==> src/rtl/pcbe_pkg.sv <==
package pcbe_pkg;

    localparam int SEGMENTS  = 16;
    localparam int SEG_W     = $clog2(SEGMENTS);
    localparam int CP_DEPTH  = SEGMENTS * 12;
    localparam int CP_AW     = $clog2(CP_DEPTH);
    localparam int BP_AW     = (SEG_W > 0) ? SEG_W : 1;
    localparam int CNT_W     = 5;

    typedef enum logic [1:0] {
        CMD_WRITE_POINT = 2'd0,
        CMD_WRITE_BREAK = 2'd1,
        CMD_EVALUATE    = 2'd2,
        CMD_UNUSED      = 2'd3
    } t_cmd;

    typedef enum logic [3:0] {
        ST_IDLE,
        ST_SEARCH,
        ST_PREV,
        ST_DIV,
        ST_WEIGHT,
        ST_FETCH,
        ST_MAC,
        ST_ROUND,
        ST_DONE
    } t_state;

    typedef struct packed {
        logic search_start;
        logic search_step;
        logic prev_load;
        logic div_start;
        logic div_step;
        logic weight_step;
        logic fetch;
        logic mac;
        logic round_coord;
        logic clear_out;
    } t_ctrl;

    typedef struct packed {
        logic search_done;
        logic div_done;
        logic weight_done;
        logic mac_last;
        logic coord_last;
    } t_stat;

endpackage

==> src/rtl/pcbe_ctrl.sv <==
module pcbe_ctrl (
    input  logic            i_clk,
    input  logic            i_rst_n,
    input  logic            i_start_eval,
    input  logic            i_start_write,
    input  logic            i_out_taken,
    input  pcbe_pkg::t_stat i_stat,
    output pcbe_pkg::t_ctrl o_ctrl,
    output logic            o_idle,
    output logic            o_out_valid
);
    pcbe_pkg::t_state r_state, n_state;

    // State register.
    always_ff @(posedge i_clk) begin
        if (!i_rst_n) begin
            r_state <= pcbe_pkg::ST_IDLE;
        end else begin
            r_state <= n_state;
        end
    end

    // Next state.
    always_comb begin
        n_state = r_state;
        case (r_state)
            pcbe_pkg::ST_IDLE: begin
                if (i_start_eval) n_state = pcbe_pkg::ST_SEARCH;
                else if (i_start_write) n_state = pcbe_pkg::ST_DONE;
            end
            pcbe_pkg::ST_SEARCH: begin
                if (i_stat.search_done) n_state = pcbe_pkg::ST_PREV;
            end
            pcbe_pkg::ST_PREV:   n_state = pcbe_pkg::ST_DIV;
            pcbe_pkg::ST_DIV: begin
                if (i_stat.div_done) n_state = pcbe_pkg::ST_WEIGHT;
            end
            pcbe_pkg::ST_WEIGHT: begin
                if (i_stat.weight_done) n_state = pcbe_pkg::ST_FETCH;
            end
            pcbe_pkg::ST_FETCH:  n_state = pcbe_pkg::ST_MAC;
            pcbe_pkg::ST_MAC: begin
                if (i_stat.mac_last) n_state = pcbe_pkg::ST_ROUND;
                else n_state = pcbe_pkg::ST_FETCH;
            end
            pcbe_pkg::ST_ROUND: begin
                if (i_stat.coord_last) n_state = pcbe_pkg::ST_DONE;
                else n_state = pcbe_pkg::ST_FETCH;
            end
            pcbe_pkg::ST_DONE: begin
                if (i_out_taken) n_state = pcbe_pkg::ST_IDLE;
            end
            default: n_state = pcbe_pkg::ST_IDLE;
        endcase
    end

    // Commands to the datapath.
    always_comb begin
        o_ctrl = '0;
        o_idle = 1'b0;
        o_out_valid = 1'b0;
        case (r_state)
            pcbe_pkg::ST_IDLE: begin
                o_idle = 1'b1;
                o_ctrl.search_start = i_start_eval;
                o_ctrl.clear_out = i_start_write;
            end
            pcbe_pkg::ST_SEARCH: o_ctrl.search_step = 1'b1;
            pcbe_pkg::ST_PREV: begin
                o_ctrl.prev_load = 1'b1;
                o_ctrl.div_start = 1'b1;
            end
            pcbe_pkg::ST_DIV:    o_ctrl.div_step = 1'b1;
            pcbe_pkg::ST_WEIGHT: o_ctrl.weight_step = 1'b1;
            pcbe_pkg::ST_FETCH:  o_ctrl.fetch = 1'b1;
            pcbe_pkg::ST_MAC:    o_ctrl.mac = 1'b1;
            pcbe_pkg::ST_ROUND:  o_ctrl.round_coord = 1'b1;
            pcbe_pkg::ST_DONE:   o_out_valid = 1'b1;
            default: o_idle = 1'b0;
        endcase
    end

    // The result is only offered once the sequencer has finished.
    a_valid_done: assert property (@(posedge i_clk) disable iff (!i_rst_n)
        o_out_valid |-> r_state == pcbe_pkg::ST_DONE)
        else $error("valid outside done");
    // A pending result is held until it is taken.
    a_hold: assert property (@(posedge i_clk) disable iff (!i_rst_n)
        (o_out_valid && !i_out_taken) |=> o_out_valid)
        else $error("result dropped");
    // A finished division always leads to weight computation.
    a_div: assert property (@(posedge i_clk) disable iff (!i_rst_n)
        (r_state == pcbe_pkg::ST_DIV && i_stat.div_done) |=>
        r_state == pcbe_pkg::ST_WEIGHT)
        else $error("division exit");
endmodule

==> config.mk <==
export PLATFORM = sky130hd
export DESIGN_NAME = pcbe_ctrl
export DESIGN_NICKNAME = d
export VERILOG_FILES = /design/src/rtl/pcbe_pkg.sv /design/src/rtl/pcbe_ctrl.sv
export SDC_FILE = /design/constraint.sdc
export NUM_CORES = 1
export LEC_CHECK = 0
export ABC_AREA = 1
export BUFFER_PORTS_ARGS = -buffer_cell sky130_fd_sc_hd__buf_2
export CORE_AREA = 4 4 41 43
export DETAILED_ROUTE_END_ITERATION = 10
export DIE_AREA = 0 0 45 47
export MAX_ROUTING_LAYER = met4
export PLACE_DENSITY = 0.73
export SETUP_SLACK_MARGIN = 0.2
export SLEW_MARGIN = 20
export SYNTH_ARGS = -nofsm -noshare
export SYNTH_HDL_FRONTEND = slang
export SYNTH_SLANG_ARGS = --single-unit
export TNS_END_PERCENT = 100
==> constraint.sdc <==
create_clock -name i_clk -period 3.02 [get_ports i_clk]
set_clock_uncertainty 0.15 [all_clocks]
set_input_delay 0.604 -clock i_clk [delete_from_list [all_inputs] [get_ports i_clk]]
set_output_delay 0.604 -clock i_clk [all_outputs]
set_load 0.01 [all_outputs]
==> results of run 1 <==
[power groups by stage]
stage / logic (uW) / registers [uW] / clock network (uW)
after floorplan: 351 / 113 / 0
final: 464 / 120 / 68.3
after global routing: 519 / 126 / 74.9
after global placement: 460 / 118 / 0
after detailed placement: 461 / 121 / 0
after CTS: 465 / 120 / 68.9
[routing by layer]
| layer | track usage, % | vias to the layer above | wire, um |
|---|---|---|---|
| met2 | 19.8 | 21 | 573 |
| li1 | - | 277 | - |
| met1 | 14.6 | 215 | 494 |
| met3 | 4.60 | 4 | 91 |
| met4 | 5.85 | 0 | 23 |
| met5 | - | - | 0 |
[per-stage QoR]
step / power [uW] / util (%) / instance area [um^2] / setup WS (ns) / hold WS (ns)
after floorplan: 464 / - / 442 / 1.36 / 0.391
after global placement: 578 / 42.9 / 558 / 1.24 / 0.415
after detailed placement: 582 / 42.9 / 558 / 1.25 / 0.425
after CTS: 653 / 44.6 / 581 / 1.03 / 0.434
after global routing: 720 / 44.6 / 581 / 0.869 / 0.478
final: 652 / 44.6 / 581 / 1.03 / 0.441
[final cells by class]
cell class | count | area [um^2]
timing repair buffer | 21 | 105
multi-input combinational | 55 | 283
inverter | 19 | 71.3
tap | 15 | 18.8
clock buffer | 3 | 22.5
fill | 153 | 721
sequential | 4 | 80.1
[worst max-delay path by stage]
| stage | to | slack [ns] | cells after the start |
|---|---|---|---|
| 2_1_floorplan | o_out_valid | 1.36 | 3 |
| 3_3_place_gp | o_ctrl[9] | 1.24 | 4 |
| 3_5_place_dp | o_ctrl[9] | 1.25 | 4 |
| 4_1_cts | o_ctrl[4] | 1.03 | 5 |
| 5_1_grt | o_out_valid | 0.87 | 4 |
| 6_report | o_ctrl[4] | 1.03 | 5 |
[cells in the mapped netlist, drive strengths merged]
master	count	area share, %
and3	1	1.4
buf	1	1.7
dfxtp	4	18
inv	19	16
nand2	21	19
nand3	8	11
nand3b	1	1.7
nand4	1	1.4
nor2	21	27
nor3	1	1.1
o21ai	1	1.1
[critical path: cells and delay by family (launching register included)]
kind,cells,cell delay (ns)
buffers and inverters,3,0.25
AND/OR/NAND/NOR,2,0.28
flip-flops,1,0.47
[logic make-up after synthesis]
group           after synthesis
simple gates                 54
buf+inv                      20
flops                         4
compound gates                1
==> impl_metrics.ini, run 1 <==
[outcome]
outcome = finished, final reports clean

[global_routing]
overflow = 0
grt_max_degree = 9
grt_pass1_vias = 471
grt_usage_pct = 12.7
antenna_found_initial = 0
grt_pass1_wl_um = 1880

[worst_hold_path]
holdCritStartpoint = r_state[0]$_SDFFE_PN0P_
holdPathEnd = r_state[0]$_SDFFE_PN0P_
min_path_cells = 2
hold_path.class = reg -> reg

[detailed_routing]
dr_total_vias = 517
drtIter0Drc = 9
drt-pass1-iter-count = 4
avgRoutedWirePerCell_um = 10.1
viasPerCell = 4.42
drtAntennaViolNets = 0
wl_um = 1180
route.detailed.drc = 0

[setup_path]
critPathArrivalTime_ns = 1.24
rr_worst_depth = 7
cp_slowest_cell = dfxtp_1
reg2reg_to = r_state[2]$_SDFFE_PN0P_
cp-start-kind = flop
worstPathMaxFanout = 5
crit_chain = inv_2 > nor2_2 > nand2_1 > inv_1 > buf_2
worst_setup_path_end_kind = output port
reg2reg_slack_ns = 1.60
slowest_delay_ns = 0.47
critical_path_class = reg -> out
startpoint = r_state[2]$_SDFFE_PN0P_
cp.required_ns = 2.27
rr_startpoint = r_state[2]$_SDFFE_PN0P_

[sta]
slew_headroom_pct = 80.9
finalHoldViolations = 0
fin_setup_tns_ns = 0
tightest_slew_ns = 0.286
fmax_ghz = 0.501
slew_violations = 0
post-route-min-period_ns = 1.99
rsz0062_at_grt = no
setup_viol = 0
fin_crit_sh_pct = 66.1

[placed_design]
place_congestion = 0.853
io_buffers = 21
numPlacedInstances = 114
hpwl_um = 962

[layout]
layout-drive-gt1-share_pct = 40.2
final_cells = 117
layout_commonest_cell = buf_2
diodes = 0
top_register = r_state
reg_top3 = r_state (4)
fin_nets = 114
layout_common_cells = buf_2, nand2_1, inv_1, nor2_1, nor2_2
largest_reg_flops = 4
syn_to_final_growth_pct = 31.4

[logic_synthesis]
synth_compound_area_share_pct = 1.13
synth_xor_area_share_pct = 0
synth_top_family_by_area = simple AND/OR/NAND/NOR gates
synth_area_per_cell_um2 = 5.59
synth_cell_type_count = 16
synth_seq_cells = 4
synthCells = 79
synth-adder-area-share_pct = 0
netlist_area_um2 = 442
synth_nets = 89
synth.area.mux_share_pct = 0
yosys.area_share.simple_pct = 62.9
yosys_warnings = 0
ys_seq_area_share_pct = 18.1

[cts]
ctsResizeCount = 0
cts-root-buf = clkbuf_4
cts_htree_levels = 1
insertion_delay_ns = 0.24
cts.sinks = 4
tritoncts = built
path_clk_slew_ns = 0.04
clockBufferDepth = 2
cts_buffers = 3
postCtsSetupBuffers = 0
ctsHoldBuffers = 0

[floorplanning]
dieWidth_um = 45
num_rows = 13
die_y_um = 47
core_um2 = 1300
fp.dieArea_um2 = 2120
ios = 22
start_util_pct = 33.9

[power]
switching_power_uw = 363
pwr_density_cell_nw_per_um2 = 1120
p_seq_share_pct = 18.4
combPwrFrac_pct = 71.1
p_int_uw = 289
power_leakage_uw = 0.000397
pwr-share-clk_pct = 10.5
ir_worst_vdd_v = 0.000562
swShare_pct = 55.7

[job]
maxCapViolCount = 0
No activity file was read; power rests on OpenSTA's default activity.
==> run 2, diff against run 1 <==
--- a/config.mk
+++ b/config.mk
@@ -11,7 +11,7 @@
 export DETAILED_ROUTE_END_ITERATION = 10
 export DIE_AREA = 0 0 45 47
 export MAX_ROUTING_LAYER = met4
-export PLACE_DENSITY = 0.73
+export PLACE_DENSITY = 0.75
 export SETUP_SLACK_MARGIN = 0.2
 export SLEW_MARGIN = 20
 export SYNTH_ARGS = -nofsm -noshare
==> constraint.sdc (replaced) <==
create_clock -name i_clk -period 1.8 [get_ports i_clk]
set_clock_uncertainty 0.15 [all_clocks]
set_input_delay 0.36 -clock i_clk [delete_from_list [all_inputs] [get_ports i_clk]]
set_output_delay 0.36 -clock i_clk [all_outputs]
set_load 0.01 [all_outputs]
==> impl_metrics.ini, run 2 (synthesis results as in run 1) <==
[layout]
final_cell_area_um2 = 647
syn_to_final_growth_pct = 46.5
top_register = r_state
diodes = 0
layout_common_cells = buf_2, nand2_1, inv_1, nor2_1
largest_reg_flops = 4
utilization_pct = 49.7
fin_nets = 116
reg_top3 = r_state (4)
layout_commonest_cell = buf_2
layout-drive-gt1-share_pct = 54.8

[global_routing]
grt_max_degree = 9
grt_usage_pct = 12.9
use_met2_pct = 18.4
grt_pass1_vias = 459
grt_pass1_wl_um = 1940
antenna_found_initial = 0
busiest_layer = met2
overflow = 0
grtUsageMet1_pct = 17.8
use_met3_pct = 1.15

[cts]
cts_htree_levels = 1
ctsHoldBuffers = 0
path_clk_slew_ns = 0.04
insertion_delay_ns = 0.24
cts_buffers = 3
tritoncts = built
cts-root-buf = clkbuf_4
cts.sinks = 4
clockBufferDepth = 2

[setup_path]
cp-start-kind = flop
startpoint = r_state[0]$_SDFFE_PN0P_
slowest_delay_ns = 0.36
cp_slowest_cell = dfxtp_4
reg2reg_slack_ns = 0.39
worst_setup_path_end_kind = output port
reg2reg_to = r_state[1]$_SDFFE_PN0P_
crit_chain = nor2_4 > inv_2 > nor3_2 > buf_2
rr_worst_depth = 8
cp.required_ns = 1.29
rr_startpoint = r_state[3]$_SDFFE_PN0P_
worstPathMaxFanout = 7
crit_end = o_out_valid
critPathArrivalTime_ns = 1.12
critical_path_class = reg -> out

[detailed_routing]
drt-pass1-iter-count = 4
dr_total_vias = 521
wl_um = 1170
drtAntennaViolNets = 0
drtIter0Drc = 4
viasPerCell = 4.38
route.detailed.drc = 0
avgRoutedWirePerCell_um = 9.84

[floorplanning]
fp.dieArea_um2 = 2120
die_y_um = 47
dieWidth_um = 45
start_util_pct = 33.9
ios = 22
num_rows = 13
core_um2 = 1300

[sta]
rsz0062_at_grt = yes
post-route-min-period_ns = 1.63
slew_violations = 0
slew_headroom_pct = 86.9
setup_viol = 0
finalHoldViolations = 0
fmax_ghz = 0.612
fin_crit_sh_pct = 90.8
tightest_slew_ns = 0.196
fin_setup_tns_ns = 0

[placed_design]
io_buffers = 21
hpwl_um = 907
dpl-instance-area_um2 = 558
place_congestion = 0.765

[power]
ir_worst_vdd_v = 0.000767
power_leakage_uw = 0.000409
pwr_density_cell_nw_per_um2 = 1940

[worst_hold_path]
hold_path.class = in -> reg

[outcome]
outcome = finished, final reports clean

[job]
maxCapViolCount = 0
[run 2: cell types whose count changed in the layout (fill, tap and decap cells not counted), moves of 2 or more]
cell     delta
inv_2       +4
nand2_2     +2
buf_4       +2
dfxtp_1     -4
nand2_1     -2
nor2_1      -3
nor2_4      +3
inv_1       -4
dfxtp_4     +3
[run 2: through the flow]
stage | power [uW] | instances | worst slack [ns] | hold WS, ns
floorplan | 778 | 79 | 0.383 | 0.345
global placement | 963 | 114 | 0.278 | 0.419
detailed placement | 968 | 114 | 0.271 | 0.420
CTS | 1140 | 117 | 0.158 | 0.229
global route | 1390 | 119 | 0.0779 | 0.243
finish | 1250 | 119 | 0.166 | 0.235
[run 2: worst min-delay path by stage]
stage	from	endpoint	slack (ns)	cells past startpoint
after floorplan	i_rst_n	r_state[3]$_SDFFE_PN0P_	0.34	2
after global placement	r_state[0]$_SDFFE_PN0P_	r_state[0]$_SDFFE_PN0P_	0.42	2
after detailed placement	r_state[0]$_SDFFE_PN0P_	r_state[0]$_SDFFE_PN0P_	0.42	2
after CTS	i_rst_n	r_state[3]$_SDFFE_PN0P_	0.23	3
after global routing	i_rst_n	r_state[2]$_SDFFE_PN0P_	0.24	3
final	i_rst_n	r_state[0]$_SDFFE_PN0P_	0.23	3
[run 2: metal layers]
metal	vias to the layer above	routed length [um]
met1	217	517
met4	0	14
met2	17	548
li1	285	-
met5	-	0
met3	2	89
[run 2: critical path, delay by kind of cell, from the launching register on]
kind / cells / cell delay, ns
simple gates: 2 / 0.29
flops: 1 / 0.36
buf+inv: 2 / 0.23
[run 2: report_power, final]
part           switching [uW]  total [uW]  internal (uW)
Clock                    40.0         115           74.8
Sequential               90.6         245            154
Combinational             531         892            361
[run 2: cell type report]
cell class,instances,area [um^2]
timing repair buffer,23,126
sequential,4,92.6
clock buffer,3,22.5
tap,15,18.8
inverter,19,71.3
fill,157,654
multi-input combinational,55,315
[run 2: repair_timing]
item | CTS | global route
buffers inserted | 0 | 2
resized for setup | 10 | 11
pin swaps | 2 | 6
setup endpoints to repair | 12 | 12
